===== src/nbt_pkg.sv =====
// ---------------------------------------------------------------------------
// nbt_pkg: shared types and constants of the neighbor table
// Command, entry and result layouts, status codes and table geometry.
// ---------------------------------------------------------------------------
`default_nettype none

package nbt_pkg;

	// table geometry
	localparam int TABLE_DEPTH = 64;
	localparam int IDX_W       = $clog2(TABLE_DEPTH);
	localparam int SLOT_W      = 6;
	localparam int WORD_W      = 32;
	localparam int PAYLOAD_W   = 6 * WORD_W;
	localparam int TIMEOUT_W   = 8;
	localparam logic [TIMEOUT_W-1:0] TIMEOUT_RESET = 8'd10;

	// stream widths
	localparam int IN_TDATA_W  = 264;
	localparam int OUT_TDATA_W = 264;
	localparam int IN_TUSER_W  = 2;
	localparam int OUT_TUSER_W = 3;

	// command queue between front and back
	localparam int Q_DEPTH = 2;
	localparam int QPTR_W  = $clog2(Q_DEPTH);

	// input action codes
	localparam logic [IN_TUSER_W-1:0] ACT_UPDATE = 2'd0;
	localparam logic [IN_TUSER_W-1:0] ACT_TICK   = 2'd1;
	localparam logic [IN_TUSER_W-1:0] ACT_READ   = 2'd2;

	typedef enum logic [1:0] {
		CMD_UPDATE,
		CMD_TICK,
		CMD_READ,
		CMD_REJECT
	} cmd_kind_t;

	typedef struct packed {
		cmd_kind_t             kind;
		logic                  oob;       // read index beyond the table
		logic [WORD_W-1:0]     station;
		logic [SLOT_W-1:0]     slot_index;
		logic [WORD_W-1:0]     tstamp;
		logic [PAYLOAD_W-1:0]  payload;   // lat, lon, speed, heading, x, y from bit 0
	} cmd_t;

	typedef struct packed {
		logic [WORD_W-1:0]    station;
		logic [WORD_W-1:0]    tstamp;
		logic [PAYLOAD_W-1:0] payload;
	} entry_t;

	typedef enum logic [OUT_TUSER_W-1:0] {
		STAT_UPDATED = 3'd0,
		STAT_INSERTED = 3'd1,
		STAT_FULL = 3'd2,
		STAT_BAD_ID = 3'd3,
		STAT_REMOVED = 3'd4,
		STAT_NONE = 3'd5,
		STAT_READ = 3'd6
	} status_t;

	typedef struct packed {
		status_t           status;
		logic [SLOT_W-1:0] slot;
		logic              valid;
		entry_t            entry;
		logic              last;
	} res_t;

	typedef enum logic [2:0] {
		S_IDLE,
		S_RDATA,
		S_SCAN,
		S_WRITE,
		S_DONE
	} back_state_t;

endpackage

`default_nettype wire


===== src/nbt_fifo.sv =====
// ---------------------------------------------------------------------------
// nbt_fifo: command queue
// Short queue that decouples the classifier from the table engine.
// ---------------------------------------------------------------------------
`default_nettype none

module nbt_fifo (
	input  wire logic          clk,
	input  wire logic          arst_n,
	input  wire logic          push,
	input  wire nbt_pkg::cmd_t push_data,
	output logic               full,
	input  wire logic          pop,
	output nbt_pkg::cmd_t      pop_data,
	output logic               not_empty
);
	import nbt_pkg::*;

	cmd_t              buf_q [Q_DEPTH];
	logic [QPTR_W-1:0] wr_ptr_q, rd_ptr_q;
	logic [QPTR_W:0]   count_q;

	assign full      = count_q == (QPTR_W+1)'(Q_DEPTH);
	assign not_empty = count_q != '0;
	assign pop_data  = buf_q[rd_ptr_q];

	function automatic logic [QPTR_W-1:0] next_ptr(input logic [QPTR_W-1:0] p);
		return (p == QPTR_W'(Q_DEPTH - 1)) ? '0 : p + 1'b1;
	endfunction

	// pointers and fill count
	always_ff @(posedge clk or negedge arst_n) begin
		if (!arst_n) begin
			wr_ptr_q <= '0;
			rd_ptr_q <= '0;
			count_q  <= '0;
		end else begin
			if (push) wr_ptr_q <= next_ptr(wr_ptr_q);
			if (pop)  rd_ptr_q <= next_ptr(rd_ptr_q);
			if (push && !pop)      count_q <= count_q + 1'b1;
			else if (pop && !push) count_q <= count_q - 1'b1;
		end
	end

	// storage
	always_ff @(posedge clk) begin
		if (push) buf_q[wr_ptr_q] <= push_data;
	end

endmodule

`default_nettype wire


===== config.mk =====
export PLATFORM = sky130hd
export DESIGN_NAME = nbt_fifo
export DESIGN_NICKNAME = d
export VERILOG_FILES = /design/src/nbt_pkg.sv /design/src/nbt_fifo.sv
export SDC_FILE = /design/constraint.sdc
export NUM_CORES = 1
export LEC_CHECK = 0
export ABC_AREA = 1
export BUFFER_PORTS_ARGS = -buffer_cell sky130_fd_sc_hd__buf_2
export CAP_MARGIN = 30
export CORE_AREA = 2 2 208 210
export DETAILED_ROUTE_END_ITERATION = 16
export DIE_AREA = 0 0 210 212
export PLACE_DENSITY_LB_ADDON = 0.05
export SLEW_MARGIN = 20
export SYNTH_ARGS = -nofsm -noshare
export SYNTH_HDL_FRONTEND = slang
export SYNTH_SLANG_ARGS = --single-unit

===== constraint.sdc =====
create_clock -name clk -period 25.5 [get_ports clk]
set_input_delay 1.275 -clock clk [delete_from_list [all_inputs] [get_ports clk]]
set_output_delay 1.275 -clock clk [all_outputs]
set_load 0.02 [all_outputs]

======== Yosys cells after proc, flatten, opt, wreduce, memory -nomap -nowiden ========
Memories as Yosys holds them, arrays and structs flattened.
Cells that the tools add are included.
word-level totals
  register bits ........................... 4
  memory bits (writable) .................. 530
  output and inout bits ................... 267
  logic and storage cells ................. 21
  memories ................................ 1
memory list
  name   depth  bits a word  rd ports  clocked after memory_dff  write ports  RTL line        RTL
  buf_q  2      265          1         0                         1            nbt_fifo.sv:19  cmd_t buf_q [Q_DEPTH];
cells by class
  $add $sub $neg .......................... 4
  equal/unequal tests ..................... 1
  mux-type cells .......................... 6
  reductions and logical operators ........ 6
operator list
  operator                                                             count
  1-bit 2-to-1 mux                                                     4
  2-bit 2-to-1 mux                                                     2
  2-bit nonzero test                                                   2
  1-bit adder (second input constant)                                  2
  2-bit by 1-bit adder with 2-bit output (second input constant)       1
  2-bit == test (second input constant)                                1
  1-bit logical AND                                                    2
  1-bit logical NOT                                                    2
  2-bit by 1-bit subtractor with 2-bit output (second input constant)  1

======== Longest topological paths before layout ========
Gate-level depths: netlist of run 1.
  depth after elaboration ................. 4
  depth in mapped cells ................... 7
  gate-level depth less buffers ........... 7

======== Least setup slack after synthesis of run 1 ========
OpenSTA, ideal clock, no wires.
  path kind ............................... in2reg
  start point ............................. in push
  end point ............................... mem buf_q[0][0] in the netlist's numbering (enable)
  setup time .............................. 903 ps
  arrival time ............................ 12384 ps
  data required time ...................... 24597 ps
  slack ................................... 12212 ps
  stages on the path ...................... 2
  buffers on the path ..................... 0
  cells stage by stage .................... inv_1 > nor2_1
on the way
  longest elaborated chain between the ends .. 2
ends and longest elaborated chain
  what                                    RTL line        RTL
  start: declaration                      nbt_fifo.sv:10  input wire logic push,
  1-bit 2-to-1 mux                        nbt_fifo.sv:47  if (push) buf_q[wr_ptr_q] <= push_data;
  1-bit 2-to-1 mux (not written as such)  nbt_fifo.sv:47
  end: declaration                        nbt_fifo.sv:19
Every way passes these cells.

==> results of run 1 <==
==> where the power goes <==
| part | total, mW | internal (mW) | switching [mW] |
|---|---|---|---|
| clock network | 0.735 | 0.427 | 0.307 |
| logic | 1.06 | 0.457 | 0.600 |
| registers | 1.22 | 1.16 | 0.0606 |
| total | 3.02 | 2.05 | 0.968 |
==> state kept, by name, summed over array words and instances (netlist names) <==
signal,count
rd_ptr_q,1
wr_ptr_q,1
count_q,2
buf_q,530
==> area by class of cell <==
type / instances / area [um^2] / area share (%)
antenna: 16 / 40.04 / 0.1580
clock inverter: 20 / 143.9 / 0.5679
multi-input combinational: 279 / 3973 / 15.68
inverter: 7 / 33.78 / 0.1333
sequential: 534 / 16020 / 63.22
clock buffer: 77 / 1501 / 5.926
tap: 546 / 683.2 / 2.696
timing repair buffer: 551 / 2943 / 11.61
==> metal layers <==
layer / up-vias / track usage (%) / share of wire (%)
met4: 22 / 9.122 / 3.5
met1: 5007 / 22.71 / 37
li1: 4568 / - / -
met5: - / 0 / 0.31
met3: 109 / 8.035 / 9.1
met2: 388 / 33.54 / 51
==> worst register-to-register path, stage by stage, from the launching register on <==
cell and delay, ns:
dfrtp_1 0.43, nor2_4 0.11, buf_4 0.44, buf_4 0.72
buf_4 0.77
==> cells by family (layout without fill, tap and decap cells) <==
kind of cell,Yosys count,after routing,synth area share (%)
AND/OR/NAND/NOR,10,10,0.2026
XOR/XNOR,3,3,0.1289
other,0,16,0
adder cells (fa/ha/maj),1,1,0.06138
multiplexers,265,265,19.06
flip-flops,534,534,78.58
buffers and inverters,37,655,1.971
==> synth_stat cells <==
cell      instances  area [um^2]
buf_8            11        165.2
nand2_1           6        22.52
xnor2_1           1        8.760
xor2_1            2        17.52
buf_6            16        180.2
nor2_1            2        7.510
inv_1             7        26.28
nand4_1           1        6.260
dfrtp_1           4        100.1
ha_1              1        12.51
mux2_2           25        281.5
edfxtp_1        530        15920
mux2_4          240         3603
nand3_1           1        5.000
buf_12            1        20.02
buf_2             2        10.01
==> worst max path at each step <==
stage,from,end,slack [ns],cells past startpoint
after global routing,rd_ptr_q,pop_data[92],20.39,5
after detailed placement,rd_ptr_q,pop_data[92],20.94,4
after CTS,rd_ptr_q,pop_data[92],20.28,4
final,rd_ptr_q,pop_data[92],20.46,5
after floorplan,push,buf_q[0][0],12.21,2
after global placement,push,buf_q[0][103],20.99,6
==> stage by stage <==
| step | setup slack, ns | cells | hold slack (ns) | utilization [%] | cell area, um^2 |
|---|---|---|---|---|---|
| final | 20.46 | 2030 | 0.4893 | 59.61 | 25340 |
| after global routing | 20.39 | 2024 | 0.4637 | 59.57 | 25320 |
| after detailed placement | 20.94 | 1912 | 0.4847 | 55.32 | 23510 |
| after CTS | 20.28 | 2009 | 0.4505 | 59.19 | 25160 |
| after global placement | 20.99 | 1910 | 0.4550 | 55.21 | 23470 |
| after floorplan | 12.21 | 850 | 0.4417 | - | 20380 |
==> results.json, run 1 <==
{
  "vias": 10090,
  "grt_overflow": 0,
  "place_hpwl_um": 32340,
  "rr_worst_depth": 4,
  "status": "complete, no violations",
  "drc": 0,
  "avgRoutedWirePerCell_um": 22.89,
  "core_mm2": 0.04251,
  "p_per_area_mw_per_mm2": 119.1,
  "p_leak_nw": 10.21,
  "startpoint_type": "flop",
  "die_y_um": 212,
  "syn_to_final_growth_pct": 24.31,
  "crit_type": "flop to primary output",
  "syn_inst": 850,
  "final_common_cell": "buf_2",
  "yosysUniqueCellTypes": 16,
  "h-tree-depth": 2,
  "clock_sinks": 534,
  "io_pins": 536,
  "grt_pass1_vias": 10310,
  "cp_slowest_cell": "dfrtp_4",
  "cts.path.max_buffers": 3,
  "grt_start_max_net_pins": 128,
  "synth_nets": 1120,
  "antenna_found_initial": 25,
  "synth-seq-area-share_pct": 78.58,
  "via_per_inst": 4.972,
  "slew_viol_final": 0,
  "post_cts_buffers": 0,
  "rrSetupSlack_ns": 22.59,
  "rows": 76,
  "gp_congestion": 0.7895,
  "fin_crit_sh_pct": 19.77,
  "critPathCaptureType": "primary output",
  "clkTransAtPathRegs_ns": 0.06,
  "path_delay_family": "buffers and inverters",
  "firstDrtPassIters": 4,
  "syn-mean-instance-area_um2": 23.98,
  "start_util_pct": 47.95,
  "ys_ff_latch": 534,
  "postRouteAntennaNets": 0,
  "die-area_mm2": 0.04452,
  "tightest_slew_ns": 1.060,
  "maxCapViolations": 0,
  "first_iter_violations": 614,
  "die-width_um": 210,
  "finalHoldViolCount": 0,
  "final_cell_mix": "535 x buf_2, 530 x edfxtp_1, 240 x mux2_4",
  "crit_chain": "buf_12 > buf_4 > buf_16 > mux2_4 > buf_2",
  "skew_ns": 0.01024,
  "timing.fmax_mhz": 198.3,
  "syn_area_mm2": 0.02038,
  "cp_num_buf_inv": 4,
  "drt_wl_total_um": 46460,
  "critPathMaxFanout": 115,
  "root_buffer": "clkbuf_16",
  "reg2reg_from": "wr_ptr_q",
  "numCtsBuffers": 54,
  "finalSetupTns_ns": 0,
  "min_path_type": "primary input to asynchronous set/reset pin",
  "rsz0062_at_grt": "false",
  "yosysWarningCount": 0,
  "r2r_end": "buf_q[0][95]",
  "worstSkewPairLatency_ns": 0.58,
  "cp_data_required_time_ns": 24.23,
  "slew-limit-headroom_pct": 29.35,
  "cts_tree": "yes",
  "cts_resized": 0,
  "layout.nets": 1697,
  "cp_data_arrival_time_ns": 3.77,
  "ir_drop_uv": 83.02,
  "grt_pass1_wl_um": 64310,
  "grt.total_usage_pct": 20.04,
  "finalSetupViolations": 0,
  "ctsHoldBuffers": 0,
  "critical-path-max-stage-delay_ns": 0.94,
  "total_power_mw": 3.016,
  "drive_gt1_share_pct": 60.49,
  "io_buffer_count": 535,
  "fill_cells": 3198,
  "finalCriticalPeriod_ns": 5.043
}
Note: power is estimated with default switching activity, not from simulation.
==> inputs of run 2 (changes only) <==
- CORE_AREA: 2 2 208 210 -> 2 2 205 207
- DIE_AREA: 0 0 210 212 -> 0 0 207 209
- clock period: 25.5 -> 4.8 ns (I/O delays scaled with it)
==> run 2 against run 1 <==
Clock-buffer cell count fell by 7. Clock skew rose by 0.0093 ns. Worst hold slack worse by 0.12 ns. Routed wire length is 2.3% higher. Sequential share of layout area decreased by 5.7 points. First-iteration DRC count decreased by 6.5%. Global-route usage grew 1.3 points. Register-to-register slack got worse by 20 ns. Largest cell class unchanged. Die area is 2.8% lower. Core utilization grew 7.8 points. Design area up 9.9%.
==> results.json, run 2 (synthesized netlist as in run 1, its figures left out) <==
{
  "timing.fmax_mhz": 320.0,
  "io_buffer_count": 535,
  "post_cts_buffers": 0,
  "postRouteAntennaNets": 0,
  "syn_to_final_growth_pct": 36.57,
  "critPathCaptureType": "primary output",
  "drt_wl_total_um": 47540,
  "grt_use_met3_pct": 6.372,
  "h-tree-depth": 2,
  "die-area_mm2": 0.04326,
  "grt_start_max_net_pins": 165,
  "skew_ns": 0.01954,
  "gp_congestion": 0.7528,
  "finalSetupViolations": 0,
  "min_path_type": "primary input to flop",
  "slew-limit-headroom_pct": 24.72,
  "place_ws_ns": 2.317,
  "grt_busiest_layer": "met2",
  "grt_overflow": 0,
  "cp_data_arrival_time_ns": 2.89,
  "drive_gt1_share_pct": 50.78,
  "grt_pass1_vias": 11590,
  "numCtsBuffers": 55,
  "cp_slowest_cell": "dfrtp_4",
  "finalCriticalPeriod_ns": 3.125,
  "cts_tree": "yes",
  "die-width_um": 207,
  "top_register": "buf_q",
  "io_pins": 536,
  "dpl_cell_area_mm2": 0.02351,
  "largest_register_ffs": 530,
  "reg_top3": "buf_q x530, count_q x2",
  "drc": 0,
  "clock_sinks": 534,
  "crit_type": "flop to primary output",
  "worstSkewPairLatency_ns": 0.59,
  "grt.total_usage_pct": 21.37,
  "p_per_area_mw_per_mm2": 579.2,
  "layout.nets": 1960,
  "antenna_found_initial": 5,
  "cts_resized": 0,
  "rows": 75,
  "fin_area_mm2": 0.02784,
  "die_y_um": 209,
  "maxCapViolations": 0,
  "crit_chain": "buf_12 > mux2_2 > buf_2",
  "finalSetupTns_ns": 0,
  "rsz0062_at_grt": "false",
  "clkTransAtPathRegs_ns": 0.06,
  "final_common_cell": "buf_2",
  "avgRoutedWirePerCell_um": 20.93,
  "firstDrtPassIters": 4,
  "root_buffer": "clkbuf_16",
  "use_met1_pct": 25.18,
  "via_per_inst": 4.839,
  "core_mm2": 0.04129,
  "grt_pass1_wl_um": 69240,
  "p_leak_nw": 11.25,
  "vias": 10990,
  "status": "complete, no violations",
  "tightest_slew_ns": 1.129,
  "cts.path.max_buffers": 3,
  "ir_drop_uv": 420.0,
  "place_hpwl_um": 30720,
  "slew_viol_final": 0,
  "cp_data_required_time_ns": 4.56,
  "finalHoldViolCount": 0,
  "final_cell_mix": "535 x buf_2, 530 x edfxtp_1, 270 x dlygate4sd3_1",
  "fin_crit_sh_pct": 65.11,
  "start_util_pct": 49.36,
  "critical-path-max-stage-delay_ns": 0.96,
  "setup_slack_ns": 1.675,
  "first_iter_violations": 574,
  "groute.layer.met2.usage_pct": 36.54,
  "critPathMaxFanout": 90,
  "startpoint_type": "flop"
}
[run 2: worst max-delay path, delay by kind of cell (launching register included)]
kind     cells  cell delay [ns]
mux          1             0.41
buf+inv      2             0.66
flops        1             0.96
[run 2: path summary, 6_finish.rpt]
kind | start | end | slack, ns | cells after the start
setup / recovery | rd_ptr_q | pop_data[242] | 1.67 | 3
hold / removal | push_data[146] | buf_q[0][146] | 0.37 | 2
setup reg to reg | rd_ptr_q | rd_ptr_q | 2.81 | 2
hold reg to reg | count_q[1] | count_q[1] | 0.49 | 2
max in group asynchronous | arst_n | rd_ptr_q | 3.44 | 4
min in group asynchronous | arst_n | count_q[1] | 0.58 | 3
[run 2: what timing repair did]
action                     CTS  global route
hold endpoints to repair   536             0
hold buffers               270             0
setup endpoints to repair    0             0
[run 2: routing by layer]
layer | vias up | wire, um
met4 | 2 | 1768
met3 | 90 | 3485
met2 | 394 | 23970
met1 | 5434 | 18310
li1 | 5074 | -
met5 | - | 13
[run 2: area by class of cell]
cell class / instances / area, um^2
inverters: 7 / 30.03
flip-flops and latches: 534 / 16020
diodes: 4 / 10.01
well taps: 539 / 674.4
clock inverters: 26 / 137.6
multi-input cells: 279 / 3975
repair buffers: 813 / 5515
clock buffers: 70 / 1475
fillers: 2825 / 13450
[run 2: where the power goes]
part           internal [mW]  switching, mW
clock network           2.20           1.66
logic                   2.50           3.26
registers               6.20          0.301
[run 2: per-stage QoR]
stage	cells	power, mW	hold slack, ns	utilization [%]
final	2272	16.12	0.3686	67.42
after global routing	2272	16.75	0.3496	67.42
after CTS	2268	16.30	0.3246	67.39
after detailed placement	1902	12.21	0.05083	56.94
after global placement	1902	12.19	0.05291	56.94
after floorplan	850	10.77	-0.05559	-
